==> src/lbrle_pkg.sv <==
`default_nettype none

package lbrle_pkg;

    // tile geometry
    localparam int MAX_TILE_SIDE = 64;
    localparam int SIDE_W        = 7;
    localparam int POS_W         = $clog2(MAX_TILE_SIDE * MAX_TILE_SIDE);
    localparam int TOTAL_W       = $clog2(MAX_TILE_SIDE * MAX_TILE_SIDE + 1);

    // pixel and run fields
    localparam int CH_W   = 8;
    localparam int PIX_W  = 3 * CH_W;
    localparam int LEN_W  = 8;
    localparam int TOL_W  = 10;
    localparam int DIST_W = 10;

    localparam logic [LEN_W-1:0]  RUN_LIMIT       = 8'd255;
    localparam logic [SIDE_W-1:0] TILE_SIDE_RESET = 7'd8;

    // configuration port
    localparam int CFG_INDEX_W = 2;
    localparam int CFG_DATA_W  = 10;
    localparam logic [CFG_INDEX_W-1:0] REG_TILE_SIDE = 2'd0;
    localparam logic [CFG_INDEX_W-1:0] REG_TOLERANCE = 2'd1;

    // output queue
    localparam int FIFO_DEPTH = 4;
    localparam int FIFO_AW    = $clog2(FIFO_DEPTH);
    localparam int FIFO_CW    = $clog2(FIFO_DEPTH + 1);

    typedef struct packed {
        logic [CH_W-1:0]  red;
        logic [CH_W-1:0]  green;
        logic [CH_W-1:0]  blue;
        logic [LEN_W-1:0] length;
        logic             last;
    } run_t;

    // up to two runs produced by one pixel, in delivery order
    typedef struct packed {
        logic first_valid;
        logic second_valid;
        run_t first;
        run_t second;
    } push_t;

    // pixels per tile for a programmed side, side clamped to 1..MAX_TILE_SIDE
    function automatic logic [TOTAL_W-1:0] tile_total(input logic [SIDE_W-1:0] side);
        logic [SIDE_W-1:0]   s;
        logic [2*SIDE_W-1:0] prod;
        if (side == '0)
            s = SIDE_W'(1);
        else if (int'(side) > MAX_TILE_SIDE)
            s = SIDE_W'(MAX_TILE_SIDE);
        else
            s = side;
        prod = {{SIDE_W{1'b0}}, s} * {{SIDE_W{1'b0}}, s};
        return prod[TOTAL_W-1:0];
    endfunction

    function automatic logic [CH_W-1:0] abs_diff(input logic [CH_W-1:0] a,
                                                 input logic [CH_W-1:0] b);
        return (a > b) ? (a - b) : (b - a);
    endfunction

endpackage

`default_nettype wire

==> src/lbrle_fifo.sv <==
`default_nettype none

module lbrle_fifo (
    input  wire logic           clk,
    input  wire logic           rst_n,
    input  wire lbrle_pkg::push_t push,
    output logic                room,
    output logic                out_valid,
    input  wire logic           out_stall,
    output lbrle_pkg::run_t     head
);
    import lbrle_pkg::*;

    run_t               mem_reg [FIFO_DEPTH];
    logic [FIFO_AW-1:0] wptr_reg;
    logic [FIFO_AW-1:0] wptr_next;
    logic [FIFO_AW-1:0] rptr_reg;
    logic [FIFO_AW-1:0] rptr_next;
    logic [FIFO_CW-1:0] count_reg;
    logic [FIFO_CW-1:0] count_next;
    logic [FIFO_CW-1:0] push_n;
    logic               pop;

    // space for two runs is needed before a pixel may be processed
    assign room      = (count_reg <= FIFO_CW'(FIFO_DEPTH - 2));
    assign out_valid = (count_reg != '0);
    assign head      = mem_reg[rptr_reg];
    assign pop       = out_valid && !out_stall;

    assign push_n = FIFO_CW'(push.first_valid) + FIFO_CW'(push.second_valid);

    // pointer and count update
    always_comb
    begin
        wptr_next  = wptr_reg + push_n[FIFO_AW-1:0];
        rptr_next  = rptr_reg + FIFO_AW'(pop);
        count_next = count_reg + push_n - FIFO_CW'(pop);
    end

    always_ff @(posedge clk or negedge rst_n)
    begin
        if (!rst_n)
        begin
            wptr_reg  <= '0;
            rptr_reg  <= '0;
            count_reg <= '0;
        end
        else
        begin
            wptr_reg  <= wptr_next;
            rptr_reg  <= rptr_next;
            count_reg <= count_next;
        end
    end

    // entry storage
    always_ff @(posedge clk)
    begin
        if (push.first_valid)
            mem_reg[wptr_reg] <= push.first;
        if (push.second_valid)
            mem_reg[wptr_reg + FIFO_AW'(1)] <= push.second;
    end

    // checks
    a_no_overflow: assert property (@(posedge clk) disable iff (!rst_n)
        (32'(count_reg) + 32'(push_n)) <= FIFO_DEPTH)
        else $error("run queue overflow");

    a_pop_leaves_count: assert property (@(posedge clk) disable iff (!rst_n)
        (pop && push_n == '0) |=> (count_reg == $past(count_reg) - FIFO_CW'(1)))
        else $error("run queue count wrong after pop");

endmodule

`default_nettype wire

==> src/lbrle_core.sv <==
`default_nettype none

module lbrle_core (
    input  wire logic                              clk,
    input  wire logic                              rst_n,
    input  wire logic                              cfg_valid,
    output logic                                   cfg_ready,
    input  wire logic [lbrle_pkg::CFG_INDEX_W-1:0] cfg_index,
    input  wire logic [lbrle_pkg::CFG_DATA_W-1:0]  cfg_data,
    input  wire logic                              in_valid,
    output logic                                   in_stall,
    input  wire logic [lbrle_pkg::CH_W-1:0]        pix_red,
    input  wire logic [lbrle_pkg::CH_W-1:0]        pix_green,
    input  wire logic [lbrle_pkg::CH_W-1:0]        pix_blue,
    input  wire logic                              room,
    output lbrle_pkg::push_t                       push
);
    import lbrle_pkg::*;

    // configuration
    logic [TOTAL_W-1:0] tile_total_reg;
    logic [TOL_W-1:0]   tolerance_reg;

    // input register
    logic               in_vld_reg;
    logic               in_vld_next;
    logic [PIX_W-1:0]   pix_reg;

    // encoder state
    logic [PIX_W-1:0]   prev_reg;
    logic [PIX_W-1:0]   colour_reg;
    logic [PIX_W-1:0]   colour_next;
    logic [LEN_W-1:0]   count_reg;
    logic [LEN_W-1:0]   count_next;
    logic [POS_W-1:0]   pos_reg;
    logic [POS_W-1:0]   pos_next;

    logic               advance;
    logic               accept;
    logic               tile_start;
    logic               extend;
    logic               brk;
    logic               tile_end;
    logic [DIST_W-1:0]  diff_sum;
    logic [TOTAL_W-1:0] pos_inc;
    logic [LEN_W-1:0]   run_count;
    logic [PIX_W-1:0]   run_colour;
    run_t               broken_run;
    run_t               final_run;

    // configuration writes are always taken
    assign cfg_ready = 1'b1;

    always_ff @(posedge clk or negedge rst_n)
    begin
        if (!rst_n)
        begin
            tile_total_reg <= tile_total(TILE_SIDE_RESET);
            tolerance_reg  <= '0;
        end
        else if (cfg_valid)
        begin
            case (cfg_index)
                REG_TILE_SIDE: tile_total_reg <= tile_total(cfg_data[SIDE_W-1:0]);
                REG_TOLERANCE: tolerance_reg  <= cfg_data[TOL_W-1:0];
                default: ;
            endcase
        end
    end

    // input handshake: hold the pixel while the queue lacks room
    assign advance     = in_vld_reg && room;
    assign in_stall    = in_vld_reg && !room;
    assign accept      = in_valid && !in_stall;
    assign in_vld_next = in_stall ? 1'b1 : in_valid;

    always_ff @(posedge clk or negedge rst_n)
    begin
        if (!rst_n)
            in_vld_reg <= 1'b0;
        else
            in_vld_reg <= in_vld_next;
    end

    always_ff @(posedge clk)
    begin
        if (accept)
            pix_reg <= {pix_red, pix_green, pix_blue};
    end

    // summed absolute channel difference to the previous pixel
    assign diff_sum = DIST_W'(abs_diff(prev_reg[3*CH_W-1:2*CH_W], pix_reg[3*CH_W-1:2*CH_W]))
                    + DIST_W'(abs_diff(prev_reg[2*CH_W-1:CH_W], pix_reg[2*CH_W-1:CH_W]))
                    + DIST_W'(abs_diff(prev_reg[CH_W-1:0], pix_reg[CH_W-1:0]));

    // run decision
    always_comb
    begin
        tile_start = (pos_reg == '0) || (count_reg == '0);
        extend     = !tile_start && (diff_sum <= tolerance_reg) && (count_reg < RUN_LIMIT);
        brk        = !tile_start && !extend;
        run_colour = extend ? colour_reg : pix_reg;
        run_count  = extend ? (count_reg + LEN_W'(1)) : LEN_W'(1);
        pos_inc    = TOTAL_W'(pos_reg) + TOTAL_W'(1);
        tile_end   = (pos_inc >= tile_total_reg);

        broken_run.red    = colour_reg[3*CH_W-1:2*CH_W];
        broken_run.green  = colour_reg[2*CH_W-1:CH_W];
        broken_run.blue   = colour_reg[CH_W-1:0];
        broken_run.length = count_reg;
        broken_run.last   = 1'b0;

        final_run.red    = run_colour[3*CH_W-1:2*CH_W];
        final_run.green  = run_colour[2*CH_W-1:CH_W];
        final_run.blue   = run_colour[CH_W-1:0];
        final_run.length = run_count;
        final_run.last   = 1'b1;

        push.first_valid  = advance && (brk || tile_end);
        push.second_valid = advance && brk && tile_end;
        push.first        = brk ? broken_run : final_run;
        push.second       = final_run;

        colour_next = run_colour;
        count_next  = tile_end ? '0 : run_count;
        pos_next    = tile_end ? '0 : pos_inc[POS_W-1:0];
    end

    // state update
    always_ff @(posedge clk or negedge rst_n)
    begin
        if (!rst_n)
        begin
            prev_reg   <= '0;
            colour_reg <= '0;
            count_reg  <= '0;
            pos_reg    <= '0;
        end
        else if (advance)
        begin
            prev_reg   <= pix_reg;
            colour_reg <= colour_next;
            count_reg  <= count_next;
            pos_reg    <= pos_next;
        end
    end

    // checks
    a_open_run_matches_pos: assert property (@(posedge clk) disable iff (!rst_n)
        (count_reg == '0) == (pos_reg == '0))
        else $error("open run count and tile position disagree");

    a_run_nonzero: assert property (@(posedge clk) disable iff (!rst_n)
        push.first_valid |-> (push.first.length != '0))
        else $error("empty run emitted");

    a_pair_order: assert property (@(posedge clk) disable iff (!rst_n)
        push.second_valid |-> (push.first_valid && !push.first.last && push.second.last))
        else $error("run pair out of order");

    a_tile_end_clears: assert property (@(posedge clk) disable iff (!rst_n)
        (advance && tile_end) |=> (count_reg == '0))
        else $error("run still open after tile end");

endmodule

`default_nettype wire

==> src/lossy_block_run_length_encoder.sv <==
// channel   | direction | handshake              | payload
// cfg       | in        | cfg_valid / cfg_ready  | cfg_index, cfg_data
// pixel in  | in        | in_valid / in_stall    | pix_red, pix_green, pix_blue
// run out   | out       | out_valid / out_stall  | run_red, run_green, run_blue,
//           |           |                        | run_length, last_in_tile
//
// one pixel per clock is taken while in_stall is low; each pixel is registered when taken and decided
// once the queue has room, and its runs enter the run queue, ready at the output the cycle after that
// a pixel that yields two runs hands them out one after the other; the four-entry run queue
// must hold room for two runs, so in_stall rises while the queue is backed up
// reset clears the tile position and open run and loads side 8, tolerance 0
// configuration writes are always ready and take effect the next cycle
`default_nettype none

module lossy_block_run_length_encoder (
    input  wire logic                              clk,
    input  wire logic                              rst_n,
    input  wire logic                              cfg_valid,
    output logic                                   cfg_ready,
    input  wire logic [lbrle_pkg::CFG_INDEX_W-1:0] cfg_index,
    input  wire logic [lbrle_pkg::CFG_DATA_W-1:0]  cfg_data,
    input  wire logic                              in_valid,
    output logic                                   in_stall,
    input  wire logic [lbrle_pkg::CH_W-1:0]        pix_red,
    input  wire logic [lbrle_pkg::CH_W-1:0]        pix_green,
    input  wire logic [lbrle_pkg::CH_W-1:0]        pix_blue,
    output logic                                   out_valid,
    input  wire logic                              out_stall,
    output logic [lbrle_pkg::CH_W-1:0]             run_red,
    output logic [lbrle_pkg::CH_W-1:0]             run_green,
    output logic [lbrle_pkg::CH_W-1:0]             run_blue,
    output logic [lbrle_pkg::LEN_W-1:0]            run_length,
    output logic                                   last_in_tile
);
    import lbrle_pkg::*;

    push_t push;
    run_t  head;
    logic  room;

    // run decision and tile bookkeeping
    lbrle_core u_core (
        .clk       (clk),
        .rst_n     (rst_n),
        .cfg_valid (cfg_valid),
        .cfg_ready (cfg_ready),
        .cfg_index (cfg_index),
        .cfg_data  (cfg_data),
        .in_valid  (in_valid),
        .in_stall  (in_stall),
        .pix_red   (pix_red),
        .pix_green (pix_green),
        .pix_blue  (pix_blue),
        .room      (room),
        .push      (push)
    );

    // run queue toward the output
    lbrle_fifo u_fifo (
        .clk       (clk),
        .rst_n     (rst_n),
        .push      (push),
        .room      (room),
        .out_valid (out_valid),
        .out_stall (out_stall),
        .head      (head)
    );

    assign run_red      = head.red;
    assign run_green    = head.green;
    assign run_blue     = head.blue;
    assign run_length   = head.length;
    assign last_in_tile = head.last;

endmodule

`default_nettype wire

==> config.mk <==
export PLATFORM = sky130hd
export DESIGN_NAME = lossy_block_run_length_encoder
export DESIGN_NICKNAME = d
export VERILOG_FILES = /design/src/lbrle_pkg.sv /design/src/lbrle_fifo.sv /design/src/lbrle_core.sv /design/src/lossy_block_run_length_encoder.sv
export SDC_FILE = /design/constraint.sdc
export NUM_CORES = 1
export LEC_CHECK = 0
export BUFFER_PORTS_ARGS = -buffer_cell sky130_fd_sc_hd__buf_4
export CAP_MARGIN = 0
export CORE_ASPECT_RATIO = 0.5
export CORE_MARGIN = 1
export CORE_UTILIZATION = 50
export CTS_CLUSTER_SIZE = 8
export DETAILED_ROUTE_END_ITERATION = 16
export PLACE_DENSITY_LB_ADDON = 0.25
export REMOVE_ABC_BUFFERS = 1
export SLEW_MARGIN = 20
export SYNTH_ARGS = -nofsm -noshare
export SYNTH_HDL_FRONTEND = slang
export SYNTH_SLANG_ARGS = --single-unit
==> constraint.sdc <==
create_clock -name clk -period 7.4 [get_ports clk]
set_clock_uncertainty 0.2 [all_clocks]
set_input_delay 1.48 -clock clk [delete_from_list [all_inputs] [get_ports clk]]
set_output_delay 1.48 -clock clk [all_outputs]
set_load 0.01 [all_outputs]
==> results of run 1 <==
==> placed cells by master (no fill, tap or decap), types with 43 or more instances in the layout <==
master,instances
a21oi_1,43
buf_4,119
edfxtp_1,152
o21ai_0,67
dfrtp_1,96
nor2_1,46
a22o_1,100
nand2_1,107
ha_1,111
mux2_2,43
inv_1,136
==> area by class of cell <==
cell class,count,share of cell area [%]
clock buffers,61,5.69
clock inverters,4,0.231
inverters,138,2.90
multi-input cells,903,43.1
flip-flops and latches,254,39.8
well taps,399,2.80
repair buffers,123,5.46
==> worst max-delay path: cells and delay by family (launching register included) <==
family | cells | cell delay [ns]
compound gates | 10 | 1.78
mux | 1 | 0.34
fa+ha+maj | 8 | 2.23
simple gates | 8 | 0.97
flops | 1 | 0.39
xor+xnor | 3 | 0.51
buf+inv | 6 | 0.55
==> stage by stage <==
step	instances	setup slack (ns)	util (%)	TNS, ns
final	1882	0.339	58.7	0
after global routing	1882	-0.0117	58.7	-0.0117
after CTS	1867	0.0552	57.9	0
after detailed placement	1802	0.101	54.5	0
after global placement	1802	0.354	54.5	0
after floorplan	1295	-0.337	-	-32.50
==> per-layer routing <==
| layer | GRT usage [%] | up-vias |
|---|---|---|
| li1 | - | 5144 |
| met1 | 32.9 | 5520 |
| met2 | 41.4 | 297 |
| met3 | 3.47 | 65 |
| met4 | 7.28 | 0 |
| met5 | 0 | - |
==> timing repair <==
item / CTS / global route
hold buffers: 0 / 0
endpoints found under the setup margin: 0 / 253
gates resized for setup: 0 / 33
buffers inserted: 0 / 15
endpoints found under the hold margin: 0 / 0
==> worst min-delay path by stage <==
| stage | end | depth (start not counted) |
|---|---|---|
| after floorplan | u_fifo.mem_reg[3][0] | 2 |
| after CTS | u_fifo.mem_reg[3][0] | 2 |
| final | u_fifo.mem_reg[3][0] | 2 |
| after global routing | u_fifo.mem_reg[1][0] | 1 |
| after detailed placement | u_fifo.mem_reg[3][0] | 2 |
| after global placement | u_fifo.mem_reg[3][0] | 2 |
==> cell families after synthesis <==
logic type | count (synthesis)
AND/OR/NAND/NOR | 280
other | 2
flip-flops | 254
adder cells (fa/ha/maj) | 138
buffers and inverters | 197
AO/OA/AOI/OAI | 331
multiplexers | 93
XOR/XNOR | 53
==> impl_metrics.tcl, run 1 <==
set metrics [dict create \
    ff_latch_area_mm2 0.00710 \
    whs_ns 0.278 \
    drc 0 \
    port-buffer-count 75 \
    period_share_pct 95.4 \
    ant_nets 0 \
    final_layout_size_suffix_gt1_share_pct 20.0 \
    finalHoldViolations 0 \
    r2r_slack_ns 0.34 \
    largest_reg_flops 132 \
    cts_sinks 254 \
    gp_congestion 0.914 \
    synthSimpleGateAreaFrac_pct 8.85 \
    cts_root_buffer "clkbuf_16" \
    hp-class "flop to flop" \
    synth_xor_area_share_pct 2.99 \
    die_area_mm2 0.0318 \
    cp-end-kind "flop" \
    ys_top_cells_by_count "edfxtp_1 (152), inv_1 (138), ha_1 (114)" \
    ios 77 \
    syn_to_final_growth_pct 15.1 \
    synth_top_family_by_area "compound AO/OA/AOI/OAI gates" \
    design_area_mm2 0.0178 \
    ys.flop_type "edfxtp_1" \
    die_y_um 127 \
    chipWidth_um 251 \
    yosys_warnings 0 \
    grt_pass1_vias 11303 \
    drt-initial-drc-count 722 \
    via_count 11026 \
    core_mm2 0.0304 \
    hp-start "u_fifo.mem_reg[3][0]" \
    cpMaxStageDelayCell "dfrtp_1" \
    async_flop_share_pct 38.6 \
    synth-seq-cells 254 \
    max_stage_delay_ns 0.39 \
    max_freq_mhz 142 \
    ff2ff_path_depth 36 \
    criticalPathCategory "flop to flop" \
    synth_area_leaders "edfxtp_1 (29%), dfrtp_1 (16%), ha_1 (9.2%)" \
    routed_wirelength_um 37800 \
    cap_viol_max_count 0 \
    wl_per_cell_um 20.1 \
    tightest_slew_ns 0.905 \
    grt_pass1_wl_um 61000 \
    yosysTopAreaCell "edfxtp_1" \
    highest-signal-layer "met4" \
    clk_pin_slew_ns 0.06 \
    avgSynthCellArea_um2 11.5 \
    regToRegStartpoint "u_core.prev_reg[8]" \
    diodes 0 \
    placed_cell_area_mm2 0.0166 \
    numCtsBuffers 37 \
    worstPathArrival_ns 7.30 \
    rr_endpoint "u_fifo.count_reg[2]" \
    via_per_inst 5.86 \
    setup_violations 0 \
    wl_met2_um 18500 \
    htree_levels 2 \
    fill_cells 2509 \
    grt_antenna_before_repair 0 \
    grt_use_total_pct 24.5 \
    yosysSeqAreaShare_pct 45.8 \
    wl_met1_um 16500 \
    ys_types 82 \
    grt_max_degree 69 \
    drt_first_pass_iters 5 \
    cp_max_fo 6 \
    period_minus_slack_ns 7.06 \
    nNetsFinal 1636 \
    cts_tree "yes" \
    synth.area.mux_share_pct 9.03 \
    endpoint "u_fifo.count_reg[2]" \
    synth_edf_count 152 \
    grt_overflow 0 \
    critPathLaunch "u_core.prev_reg[8]" \
    wl_met3_um 1810 \
    synth_compound_area_share_pct 15.4 \
    synth_area_mm2 0.0155 \
    yosys.area_share.adder_pct 12.3 \
    slew_violations 0 \
    relSlewSlack_pct 39.6 \
    clock_latency_ns 0.53 \
    clock_path_buffers 3 \
    outcome "finished, final reports clean" \
    synth_most_common_cell "edfxtp_1" \
    place_hpwl_um 25100 \
    cp.required_ns 7.64 \
    worstSetupStartpointType "flop" \
    fp-row-count 45 \
    multiInputGateArea_mm2 0.00770 \
    start_util_pct 51.0 \
    synth_top_area_share_pct 29.4 \
    netlist_instances 1348 \
    crit_top_cell "ha_1" \
]
Power of run 1 is left out: the tool's default activity adds up to more than one toggle a clock period on the data nets, which glitch-free logic cannot reach.
==> inputs of run 2 (changes only) <==
--- a/config.mk
+++ b/config.mk
@@ -10,10 +10,10 @@
 export CORE_ASPECT_RATIO = 0.5
 export CORE_MARGIN = 1
 export CORE_UTILIZATION = 50
-export CTS_CLUSTER_SIZE = 8
+export CTS_CLUSTER_SIZE = 12
 export DETAILED_ROUTE_END_ITERATION = 16
+export MAX_ROUTING_LAYER = met4
 export PLACE_DENSITY_LB_ADDON = 0.25
-export REMOVE_ABC_BUFFERS = 1
 export SLEW_MARGIN = 20
 export SYNTH_ARGS = -nofsm -noshare
 export SYNTH_HDL_FRONTEND = slang
==> run 2 against run 1 <==
  * Utilization down 0.68 points
  * Wire length is 0.60% lower
  * Final area is 1.2% lower
  * First-iteration DRC count up 4.7%
  * Critical endpoint unchanged
  * Largest cell class unchanged
==> impl_metrics.tcl, run 2 (synthesized netlist as in run 1, its figures left out) <==
set metrics [dict create \
    outcome "finished, final reports clean" \
    setup_violations 0 \
    r2r_slack_ns 0.37 \
    regToRegStartpoint "u_core.prev_reg[8]" \
    place_hpwl_um 25500 \
    ios 77 \
    cpMaxStageDelayCell "fa_2" \
    criticalPathCategory "flop to flop" \
    gp_congestion 0.911 \
    max_stage_delay_ns 0.40 \
    final_layout_size_suffix_gt1_share_pct 19.4 \
    start_util_pct 51.0 \
    cp.required_ns 7.62 \
    clk_pin_slew_ns 0.06 \
    crit_top_cell "ha_1" \
    max_freq_mhz 142 \
    via_count 10852 \
    cp-end-kind "flop" \
    cap_viol_max_count 0 \
    nNetsFinal 1625 \
    cts_tree "yes" \
    setup-tns-final_ns 0 \
    relSlewSlack_pct 43.5 \
    min_path_cells 2 \
    clock_latency_ns 0.54 \
    wl_per_cell_um 20.2 \
    drc 0 \
    grt_pass1_wl_um 60500 \
    final_common_cell "edfxtp_1" \
    min_to "u_fifo.mem_reg[3][0]" \
    worstSetupStartpointType "flop" \
    core_mm2 0.0304 \
    htree_levels 1 \
    syn_to_final_growth_pct 13.7 \
    hp-start "u_fifo.mem_reg[3][0]" \
    finalHoldViolations 0 \
    hp-class "flop to flop" \
    routed_wirelength_um 37600 \
    cts_sinks 254 \
    ant_nets 0 \
    numCtsBuffers 26 \
    grt_overflow 0 \
    drt-initial-drc-count 756 \
    rsz0062_at_grt "false" \
    diodes 0 \
    slew_violations 0 \
    rr_endpoint "u_fifo.count_reg[2]" \
    period_share_pct 95.0 \
    die_y_um 127 \
    fp-row-count 45 \
    grt_max_degree 69 \
    period_minus_slack_ns 7.03 \
    tightest_slew_ns 0.847 \
    clock_path_buffers 3 \
    grt_use_total_pct 25.1 \
    cts_hold_buffers 0 \
    via_per_inst 5.82 \
    grt_pass1_vias 11286 \
    chipWidth_um 251 \
    port-buffer-count 75 \
    cts_root_buffer "clkbuf_16" \
    die_area_mm2 0.0318 \
    largest_reg_flops 132 \
    worstPathArrival_ns 7.25 \
    grt_antenna_before_repair 0 \
    post-route-util_pct 58.0 \
    drt_first_pass_iters 5 \
    cp_max_fo 5 \
    final_cell_mix "edfxtp_1 (152), inv_1 (138), buf_4 (116), ha_1 (111), nand2_1 (107)" \
    fill_cells 2514 \
    ff2ff_path_depth 34 \
]
run 2: changes by cell type in the layout (fill, tap and decap cells not counted), sizes merged:
cell / before / now
clkinv: 1 / 2
clkbuf: 61 / 44
clkinvlp: 0 / 1
inv: 141 / 139
run 2: final cells by class:
class	count	area [um2]	area share [%]
Clock buffer	44	759	4.31
Clock inverter	4	22.5	0.128
Inverter	138	518	2.94
Multi-Input combinational cell	903	7730	43.8
Sequential cell	254	7100	40.3
Tap cell	399	499	2.83
Timing Repair Buffer	123	1010	5.73
run 2: per-stage QoR:
step	cell area, um2	cells	setup slack [ns]	hold WS, ns
after global placement	16700	1811	0.0923	0.247
after CTS	17500	1859	0.0240	0.266
final	17600	1865	0.371	0.264
after detailed placement	16700	1811	0.0214	0.253
after global routing	17600	1865	0.0147	0.308
after floorplan	15500	1354	0.0849	0.232
run 2: timing repair:
action                                 4_1_cts  5_1_grt
resized for setup                            1       29
endpoints found under the hold margin        0        0
pin swaps                                    0       19
buffers inserted                             0        6
setup endpoints to repair                    1      164
run 2: how the worst max path moves through the flow:
stage	start	to	slack, ns	cells after the start
after floorplan	u_core.pix_reg[16]	u_fifo.count_reg[2]	0.08	35
after global placement	u_core.prev_reg[8]	u_fifo.count_reg[2]	0.09	36
after detailed placement	u_core.prev_reg[8]	u_fifo.count_reg[2]	0.02	36
after CTS	u_core.prev_reg[8]	u_fifo.count_reg[2]	0.02	36
after global routing	u_core.pix_reg[14]	u_fifo.count_reg[2]	0.01	34
final	u_core.prev_reg[8]	u_fifo.count_reg[2]	0.37	34
run 2: layer usage:
metal / up-vias / wire length [um] / global-route usage, %
li1: 5110 / - / -
met5: - / 0 / -
met4: 0 / 873 / 7.50
met3: 57 / 1930 / 3.92
met1: 5409 / 16600 / 32.6
met2: 276 / 18200 / 40.9
run 2: critical path, delay by kind of cell, from the launching register on:
family	cells	cell delay [ns]
buffers and inverters	4	0.39
DFF	1	0.39
adders and majority gates	8	2.22
AOI/OAI and AO/OA	10	1.77
and+or+nand+nor	8	1.11
xor gates and xnor gates	3	0.46
muxes	1	0.38
Power of run 2 is left out for the same reason.
